==> src/assert_macros.svh <==
// Assertion macros shared by the stack machine executor RTL.
// No dependencies; include with the bare file name.
`ifndef ASSERT_MACROS_SVH
`define ASSERT_MACROS_SVH

// Clocked check, quiet while reset is asserted.
`define SME_ASSERT(label, prop, msg) \
    label: assert property (@(posedge clk) disable iff (!rst_n) prop) else $error(msg);

// Clocked check that also holds during reset.
`define SME_ASSERT_ALWAYS(label, prop, msg) \
    label: assert property (@(posedge clk) prop) else $error(msg);

`endif

==> src/sme_pkg.sv <==
// Shared types and codes for the stack machine executor.
// No dependencies; imported by sme_div and the top level.
`timescale 1ns / 1ps

package sme_pkg;

    localparam int WORD_W  = 32;
    localparam int OP_W    = 3;
    localparam int KIND_W  = 2;
    localparam int ERR_W   = 3;
    localparam int DEPTH_W = 7;

    typedef logic [WORD_W-1:0] word_t;

    typedef enum logic [OP_W-1:0] {
        OP_HALT = 3'd0,
        OP_PUSH = 3'd1,
        OP_ADD  = 3'd2,
        OP_SUB  = 3'd3,
        OP_MUL  = 3'd4,
        OP_DIV  = 3'd5,
        OP_OUT  = 3'd6
    } op_t;

    typedef enum logic [KIND_W-1:0] {
        KIND_DONE   = 2'd0,
        KIND_OUTPUT = 2'd1,
        KIND_HALTED = 2'd2,
        KIND_ERROR  = 2'd3
    } kind_t;

    typedef enum logic [ERR_W-1:0] {
        ERR_NONE      = 3'd0,
        ERR_UNDERFLOW = 3'd1,
        ERR_OVERFLOW  = 3'd2,
        ERR_DIVZERO   = 3'd3,
        ERR_UNKNOWN   = 3'd4
    } err_t;

    typedef enum logic [1:0] {
        ST_IDLE,
        ST_EXEC,
        ST_DIV
    } state_t;

    // Divider status seen by the sequencer.
    typedef struct packed {
        logic busy;
        logic done;
    } div_stat_t;

endpackage

==> src/sme_ram.sv <==
// Generic single-write, dual-read RAM with registered read data.
// No dependencies.
`timescale 1ns / 1ps

module sme_ram #(
    parameter int WIDTH = 32,
    parameter int DEPTH = 64,
    localparam int AW = $clog2(DEPTH)
) (
    input  logic             clk,
    input  logic             we,
    input  logic [AW-1:0]    waddr,
    input  logic [WIDTH-1:0] wdata,
    input  logic [AW-1:0]    raddr_a,
    input  logic [AW-1:0]    raddr_b,
    output logic [WIDTH-1:0] rdata_a,
    output logic [WIDTH-1:0] rdata_b
);

    logic [WIDTH-1:0] mem [DEPTH];

    always_ff @(posedge clk)
    begin
        if (we)
        begin
            mem[waddr] <= wdata;
        end
        rdata_a <= mem[raddr_a];
        rdata_b <= mem[raddr_b];
    end

endmodule

==> src/sme_div.sv <==
// Iterative signed 32-bit divider, one quotient bit per cycle, truncating toward zero.
// Depends on sme_pkg and assert_macros.svh.
`timescale 1ns / 1ps
`include "assert_macros.svh"

module sme_div
    import sme_pkg::*;
(
    input  logic      clk,
    input  logic      rst_n,
    input  logic      start,
    input  word_t     num,
    input  word_t     den,
    output word_t     quotient,
    output div_stat_t stat
);

    localparam int CNT_W = $clog2(WORD_W);

    logic              busy_reg;
    logic              done_reg;
    logic [CNT_W-1:0]  cnt_reg;
    word_t             rem_reg;
    word_t             quo_reg;
    word_t             den_reg;
    logic              neg_reg;

    logic              num_neg;
    logic              den_neg;
    word_t             num_mag;
    word_t             den_mag;
    logic [WORD_W:0]   rem_shift;
    logic [WORD_W:0]   diff;

    assign num_neg   = num[WORD_W-1];
    assign den_neg   = den[WORD_W-1];
    assign num_mag   = num_neg ? (~num + word_t'(1)) : num;
    assign den_mag   = den_neg ? (~den + word_t'(1)) : den;
    assign rem_shift = {rem_reg, quo_reg[WORD_W-1]};
    assign diff      = rem_shift - {1'b0, den_reg};

    // Control state
    always_ff @(posedge clk or negedge rst_n)
    begin
        if (!rst_n)
        begin
            busy_reg <= 1'b0;
            done_reg <= 1'b0;
            cnt_reg  <= '0;
        end
        else if (start)
        begin
            busy_reg <= 1'b1;
            done_reg <= 1'b0;
            cnt_reg  <= CNT_W'(WORD_W - 1);
        end
        else if (busy_reg)
        begin
            cnt_reg <= cnt_reg - CNT_W'(1);
            if (cnt_reg == '0)
            begin
                busy_reg <= 1'b0;
                done_reg <= 1'b1;
            end
        end
    end

    // Datapath: restoring division on magnitudes; the remainder stays below
    // the divisor magnitude, so it fits one word
    always_ff @(posedge clk)
    begin
        if (start)
        begin
            rem_reg <= '0;
            quo_reg <= num_mag;
            den_reg <= den_mag;
            neg_reg <= num_neg ^ den_neg;
        end
        else if (busy_reg)
        begin
            if (!diff[WORD_W])
            begin
                rem_reg <= diff[WORD_W-1:0];
                quo_reg <= {quo_reg[WORD_W-2:0], 1'b1};
            end
            else
            begin
                rem_reg <= rem_shift[WORD_W-1:0];
                quo_reg <= {quo_reg[WORD_W-2:0], 1'b0};
            end
        end
    end

    assign quotient  = neg_reg ? (~quo_reg + word_t'(1)) : quo_reg;
    assign stat.busy = busy_reg;
    assign stat.done = done_reg;

    `SME_ASSERT(a_div_no_restart, start |-> !busy_reg, "divider started while busy")
    `SME_ASSERT(a_div_done_follows, $fell(busy_reg) |-> done_reg, "divider finished without done")
    `SME_ASSERT(a_div_excl, !(busy_reg && done_reg), "divider busy and done together")

endmodule

==> src/stack_machine_executor_unit.sv <==
// Stack machine executor top level: sequencer, arithmetic and result register.
// Depends on sme_pkg, sme_ram, sme_div and assert_macros.svh.
`timescale 1ns / 1ps
`include "assert_macros.svh"

//  channel | handshake             | payload
//  --------+-----------------------+---------------------------------
//  in      | in_valid / in_stall   | op, operand
//  out     | out_valid / out_stall | kind, value, error_code, depth
//
// An instruction is accepted in IDLE, while the RAM reads the two top stack
// entries, and is computed and written back in EXEC once the output register
// is free. Div moves on to DIV: the iterative divider resolves one quotient
// bit per cycle, and the write-back follows once it reports done and the output register is free.
// Reset clears the stack count, the stop flag, the sequencer and the output
// valid; stack RAM contents are never cleared (count bounds every read).
// A stalled result holds in the output register; the next beat is still
// accepted, and only its write-back waits for that register to drain.

module stack_machine_executor_unit
    import sme_pkg::*;
#(
    parameter int STACK_DEPTH = 64
) (
    input  logic                      clk,
    input  logic                      rst_n,
    input  logic                      in_valid,
    output logic                      in_stall,
    input  logic [OP_W-1:0]           op,
    input  logic signed [WORD_W-1:0]  operand,
    output logic                      out_valid,
    input  logic                      out_stall,
    output logic [KIND_W-1:0]         kind,
    output logic signed [WORD_W-1:0]  value,
    output logic [ERR_W-1:0]          error_code,
    output logic [DEPTH_W-1:0]        depth
);

    localparam int AW    = $clog2(STACK_DEPTH);
    localparam int CNT_W = $clog2(STACK_DEPTH + 1);
    localparam int EXT_W = (CNT_W > DEPTH_W) ? CNT_W : DEPTH_W;

    // Sequencer and architectural state
    state_t             state_reg;
    state_t             state_next;
    logic [CNT_W-1:0]   depth_reg;
    logic               stopped_reg;

    // Captured instruction beat
    logic [OP_W-1:0]    op_reg;
    word_t              operand_reg;

    // Output register
    logic               out_valid_reg;
    kind_t              kind_reg;
    word_t              value_reg;
    err_t               err_reg;
    logic [DEPTH_W-1:0] depth_out_reg;

    // Stack RAM ports
    logic [CNT_W-1:0]   depth_m1;
    logic [CNT_W-1:0]   depth_m2;
    logic [AW-1:0]      addr_top;
    logic [AW-1:0]      addr_sec;
    word_t              rd_top;
    word_t              rd_sec;
    logic               ram_we;

    // Decoded outcome of the current instruction
    kind_t              c_kind;
    err_t               c_err;
    word_t              c_value;
    logic [CNT_W-1:0]   c_depth;
    logic               c_stop;
    logic               c_wr;
    logic [AW-1:0]      c_waddr;
    word_t              c_wdata;
    logic               c_div;

    logic               out_free;
    logic               commit;
    logic               div_start;
    word_t              quotient;
    div_stat_t          div_stat;
    word_t              product;
    logic [EXT_W-1:0]   depth_ext;

    assign depth_m1 = depth_reg - CNT_W'(1);
    assign depth_m2 = depth_reg - CNT_W'(2);
    assign addr_top = depth_m1[AW-1:0];
    assign addr_sec = depth_m2[AW-1:0];
    assign product  = rd_sec * rd_top;

    // Read the two top entries every cycle; the count only moves on commit,
    // so the data is fresh by the EXEC cycle of the next beat.
    sme_ram #(
        .WIDTH (WORD_W),
        .DEPTH (STACK_DEPTH)
    ) u_stack (
        .clk     (clk),
        .we      (ram_we),
        .waddr   (c_waddr),
        .wdata   (c_wdata),
        .raddr_a (addr_top),
        .raddr_b (addr_sec),
        .rdata_a (rd_top),
        .rdata_b (rd_sec)
    );

    sme_div u_div (
        .clk      (clk),
        .rst_n    (rst_n),
        .start    (div_start),
        .num      (rd_sec),
        .den      (rd_top),
        .quotient (quotient),
        .stat     (div_stat)
    );

    // Decode the captured beat against the current stack
    always_comb
    begin
        c_kind  = KIND_DONE;
        c_err   = ERR_NONE;
        c_value = '0;
        c_depth = depth_reg;
        c_stop  = 1'b0;
        c_wr    = 1'b0;
        c_waddr = addr_sec;
        c_wdata = operand_reg;
        c_div   = 1'b0;
        if (state_reg == ST_DIV)
        begin
            // Divider result goes back in place of the second entry
            c_wr    = 1'b1;
            c_wdata = quotient;
            c_depth = depth_m1;
        end
        else if (stopped_reg)
        begin
            c_kind = KIND_HALTED;
        end
        else
        begin
            case (op_t'(op_reg))
                OP_HALT:
                begin
                    c_kind = KIND_HALTED;
                    c_stop = 1'b1;
                end
                OP_PUSH:
                begin
                    if (depth_reg == CNT_W'(STACK_DEPTH))
                    begin
                        c_kind = KIND_ERROR;
                        c_err  = ERR_OVERFLOW;
                        c_stop = 1'b1;
                    end
                    else
                    begin
                        c_wr    = 1'b1;
                        c_waddr = depth_reg[AW-1:0];
                        c_depth = depth_reg + CNT_W'(1);
                    end
                end
                OP_OUT:
                begin
                    if (depth_reg == '0)
                    begin
                        c_kind = KIND_ERROR;
                        c_err  = ERR_UNDERFLOW;
                        c_stop = 1'b1;
                    end
                    else
                    begin
                        c_kind  = KIND_OUTPUT;
                        c_value = rd_top;
                        c_depth = depth_m1;
                    end
                end
                OP_ADD, OP_SUB, OP_MUL, OP_DIV:
                begin
                    if (depth_reg < CNT_W'(2))
                    begin
                        c_kind = KIND_ERROR;
                        c_err  = ERR_UNDERFLOW;
                        c_stop = 1'b1;
                    end
                    else if (op_t'(op_reg) == OP_DIV)
                    begin
                        if (rd_top == '0)
                        begin
                            c_kind = KIND_ERROR;
                            c_err  = ERR_DIVZERO;
                            c_stop = 1'b1;
                        end
                        else
                        begin
                            c_div = 1'b1;
                        end
                    end
                    else
                    begin
                        c_wr    = 1'b1;
                        c_depth = depth_m1;
                        case (op_t'(op_reg))
                            OP_ADD:  c_wdata = rd_sec + rd_top;
                            OP_SUB:  c_wdata = rd_sec - rd_top;
                            default: c_wdata = product;
                        endcase
                    end
                end
                default:
                begin
                    c_kind = KIND_ERROR;
                    c_err  = ERR_UNKNOWN;
                    c_stop = 1'b1;
                end
            endcase
        end
    end

    assign out_free = !out_valid_reg || !out_stall;

    // Next state and handshake outputs
    always_comb
    begin
        state_next = state_reg;
        commit     = 1'b0;
        div_start  = 1'b0;
        case (state_reg)
            ST_IDLE:
            begin
                if (in_valid)
                begin
                    state_next = ST_EXEC;
                end
            end
            ST_EXEC:
            begin
                if (c_div)
                begin
                    div_start  = 1'b1;
                    state_next = ST_DIV;
                end
                else if (out_free)
                begin
                    commit     = 1'b1;
                    state_next = ST_IDLE;
                end
            end
            ST_DIV:
            begin
                if (div_stat.done && out_free)
                begin
                    commit     = 1'b1;
                    state_next = ST_IDLE;
                end
            end
            default:
            begin
                state_next = ST_IDLE;
            end
        endcase
    end

    assign ram_we   = commit && c_wr;
    assign in_stall = (state_reg != ST_IDLE);

    always_ff @(posedge clk or negedge rst_n)
    begin
        if (!rst_n)
        begin
            state_reg     <= ST_IDLE;
            depth_reg     <= '0;
            stopped_reg   <= 1'b0;
            out_valid_reg <= 1'b0;
        end
        else
        begin
            state_reg <= state_next;
            if (commit)
            begin
                depth_reg     <= c_depth;
                stopped_reg   <= stopped_reg || c_stop;
                out_valid_reg <= 1'b1;
            end
            else if (!out_stall)
            begin
                // Drop the result once the beat is taken
                out_valid_reg <= 1'b0;
            end
        end
    end

    assign depth_ext = EXT_W'(c_depth);

    // Hold the beat and the result payload
    always_ff @(posedge clk)
    begin
        if (in_valid && !in_stall)
        begin
            op_reg      <= op;
            operand_reg <= operand;
        end
        if (commit)
        begin
            kind_reg      <= c_kind;
            value_reg     <= c_value;
            err_reg       <= c_err;
            depth_out_reg <= depth_ext[DEPTH_W-1:0];
        end
    end

    assign out_valid  = out_valid_reg;
    assign kind       = kind_reg;
    assign value      = value_reg;
    assign error_code = err_reg;
    assign depth      = depth_out_reg;

    `SME_ASSERT(a_stop_sticky, stopped_reg |=> stopped_reg, "stop flag cleared")
    `SME_ASSERT(a_no_write_stopped, stopped_reg |-> !ram_we, "stack written after stop")
    `SME_ASSERT(a_depth_bound, depth_reg <= CNT_W'(STACK_DEPTH), "stack count past depth")
    `SME_ASSERT(a_div_busy_in_div, div_stat.busy |-> (state_reg == ST_DIV), "divider busy outside divide")
    `SME_ASSERT(a_depth_step, 1'b1 |=> (depth_reg == $past(depth_reg) || depth_reg == $past(depth_reg) + CNT_W'(1) || depth_reg == $past(depth_reg) - CNT_W'(1)), "stack count jumped")

endmodule
==> config.mk <==
export PLATFORM = sky130hd
export DESIGN_NAME = stack_machine_executor_unit
export DESIGN_NICKNAME = d
export VERILOG_FILES = /design/src/sme_pkg.sv /design/src/sme_ram.sv /design/src/sme_div.sv /design/src/stack_machine_executor_unit.sv
export VERILOG_INCLUDE_DIRS = /design/src /design/src/src
export SDC_FILE = /design/constraint.sdc
export NUM_CORES = 2
export LEC_CHECK = 0
export BUFFER_PORTS_ARGS = -buffer_cell sky130_fd_sc_hd__buf_2
export CORE_MARGIN = 2
export CORE_UTILIZATION = 40
export DETAILED_ROUTE_END_ITERATION = 12
export GPL_ROUTABILITY_DRIVEN = 0
export PLACE_DENSITY_LB_ADDON = 0.25
export SLEW_MARGIN = 10
export SYNTH_ARGS = -nofsm -noshare
export SYNTH_HDL_FRONTEND = slang
export SYNTH_SLANG_ARGS = --single-unit
==> constraint.sdc <==
create_clock -name clk -period 9.1 [get_ports clk]
set_input_delay 1.82 -clock clk [delete_from_list [all_inputs] [get_ports clk]]
set_output_delay 1.82 -clock clk [all_outputs]
set_load 0.05 [all_outputs]
==> summary.txt <==
Status - finished clean
Post-DP HPWL - 260,000 um
I/O pin cnt - 85
Clock Sinks - 2,306
FMAX - 116 MHz
DIE AREA - 0.318 mm^2
Distinct cells, synth - 83
Max reg flops - 2,048
Worst relative slew slack - 11.4%
Post-synth EDFFs - 2,192
Post-synthesis cell count - 7,572
Top post-synthesis cells by count - 2,192 x edfxtp_1, 1,280 x mux4_2, 539 x nand2_1, 441 x inv_1, 426 x clkbuf_1
Worst-path fanout max - 64
Fin crit share - 94.7%
Die width - 564 um
CP endpoint kind - register
Unrepaired setup endpoints after global routing - no
Post-synthesis cell area - 0.125 mm^2
Cts repair resizes - 0
Max-cap viol count - 0
Tightest Pin Transition - 1.33 ns
Clock root cell - clkbuf_16
Top-area cell type share of the netlist area - 52.5%
CTS tree - yes
Final max-slew violation count - 0
Clk buf depth - 4
Ys flop type - edfxtp_1
Top reg by flops - u_stack.mem
Area leader, netlist - edfxtp_1
Die span in y - 564 um
Vias in the first global route - 76,625
Yosys Warn Count - 0
Async SR Flop Fraction - 0.781%
Nets - 8,340
Largest cells by area after synthesis - edfxtp_1 52%, mux4_2 23%, fa_1 6.5%, and2_1 2.0%, ha_1 2.0%
TNS Setup - 0 ns
TritonCTS Buffers - 263
Row count - 205
Seq/Total Area, Yosys - 54.4%
Vias per inst - 6.36
Final setup skew - 0.0969 ns
Drt first pass iters - 9
WL final - 415,000 um
Starting Density - 40.2%
Worst path required time - 9.63 ns
Mean Syn Cell Area - 16.6 um^2
Largest net degree at the start of global routing - 117
Layout cells sized above 1 - 28.2%
First-pass GRT wire length - 583,000 um
Hold_buf cts - 0
Clk slew on worst S/H paths - 0.06 ns
Setup Viol. Count Final - 0
Count leader, synth - edfxtp_1
All-Layer GR Usage - 25.9%
Vias - 76,590
Initial antenna violation count - 27
Remaining DRCs - 0
CP Class - register to register
Syn Nets - 8,221
Routed WL per cell - 34.4 um
Core Area - 0.312 mm^2
CP arrival - 9.15 ns
Register bit total from synthesis - 2,306
Post-CTS setup buffer count - 0
Critical Path Source Type - register
Post-layout min period - 8.61 ns
Area delta synth->final - 12.6%
H-tree lvl count - 5
Final Hold Fails - 0
Min-delay worst type - register to register
Post-DRT Antenna Nets - 0
Skew-Pair Late Insertion Delay - 0.92 ns
Port-buffer cells - 84
Total gr overflow - 0
Iteration-0 DRC Markers - 10,518
==> critical path, stage by stage, from the launching register on <==
cell and delay (ns):
dfxtp_1 0.68, buf_4 0.26, buf_4 0.27, and2_1 0.19, fa_1 0.45, fa_1 0.50
fa_1 0.52, inv_1 0.05, fa_1 0.47, inv_1 0.06, fa_1 0.48, fa_1 0.57
fa_1 0.45, fa_1 0.45, ha_1 0.41, nand3_1 0.11, or3_1 0.37, o21ai_0 0.42
o21ai_0 0.16, a21oi_1 0.19, mux2i_1 0.10, a21oi_1 0.16, a311o_2 0.89
==> area by class of cell <==
type	count	area [um^2]
inverter	445	1670
clock buffer	326	7080
sequential	2306	68200
multi-input combinational	4287	54600
fill	26754	171000
tap	4140	5180
timing repair buffer	388	3050
clock inverter	143	1370
antenna	8	20.0
==> layer usage <==
metal	track usage (%)	vias to the layer above	routed length, um
met3	5.67	676	43500
li1	-	29990	-
met2	40.1	4610	191000
met4	8.79	10	15400
met5	0	-	56
met1	36.4	41304	164000
==> layout by cell type, fill, tap and decap left out, types with 22 or more instances in the layout <==
| cell type | instances |
|---|---|
| buf_2 | 84 |
| nand2_1 | 537 |
| clkinv_2 | 44 |
| a21oi_1 | 125 |
| buf_12 | 27 |
| a31oi_1 | 74 |
| xnor2_1 | 156 |
| clkbuf_1 | 47 |
| inv_1 | 441 |
| a211oi_1 | 81 |
| clkbuf_16 | 272 |
| dfxtp_1 | 83 |
| nand3_1 | 37 |
| fa_1 | 410 |
| buf_4 | 275 |
| nor3_1 | 60 |
| o31ai_1 | 34 |
| bufinv_16 | 22 |
| nand2b_1 | 26 |
| clkinv_1 | 50 |
| ha_1 | 197 |
| mux2i_1 | 29 |
| mux4_2 | 1280 |
| nor2_4 | 64 |
| nor2_1 | 144 |
| o21ai_0 | 166 |
| o21a_1 | 22 |
| xor2_1 | 99 |
| and2_1 | 401 |
| edfxtp_1 | 2192 |
==> stage by stage <==
step	util (%)	worst slack, ns	hold WS, ns	std cells	instance area (um^2)
floorplan	-	0.0907	0.463	7572	125000
global placement	42.5	0.652	0.494	11564	133000
detailed placement	42.6	0.533	0.495	11566	133000
CTS	45.3	0.535	0.504	12035	141000
global route	45.3	0.0535	0.539	12039	141000
finish	45.3	0.485	0.503	12043	141000
==> cell families after synthesis <==
logic type	after synthesis	synth area share [%]
XOR/XNOR	266	1.88
buffers and inverters	979	2.94
multiplexers	1313	23.3
adder cells (fa/ha/maj)	610	8.54
AO/OA/AOI/OAI	680	3.45
flip-flops	2306	54.4
AND/OR/NAND/NOR	1418	5.56
==> worst paths after layout <==
| check | start | endpoint | slack, ns | cells after the start |
|---|---|---|---|---|
| setup / recovery | u_stack.rdata_a[6] | u_stack.mem[47][30] | 0.49 | 22 |
| hold reg to reg | u_div.rem_reg[29] | u_div.rem_reg[29] | 0.50 | 2 |
| min in group asynchronous | rst_n | state_reg[0] | 0.90 | 1 |
| max in group asynchronous | rst_n | depth_reg[1] | 7.76 | 1 |
| setup reg to reg | u_stack.rdata_a[6] | u_stack.mem[47][30] | 0.49 | 22 |
| hold / removal | u_div.rem_reg[29] | u_div.rem_reg[29] | 0.50 | 2 |
Power is not shown: default switching activity piles up to over one toggle a cycle in this logic, so the estimate is an artifact.
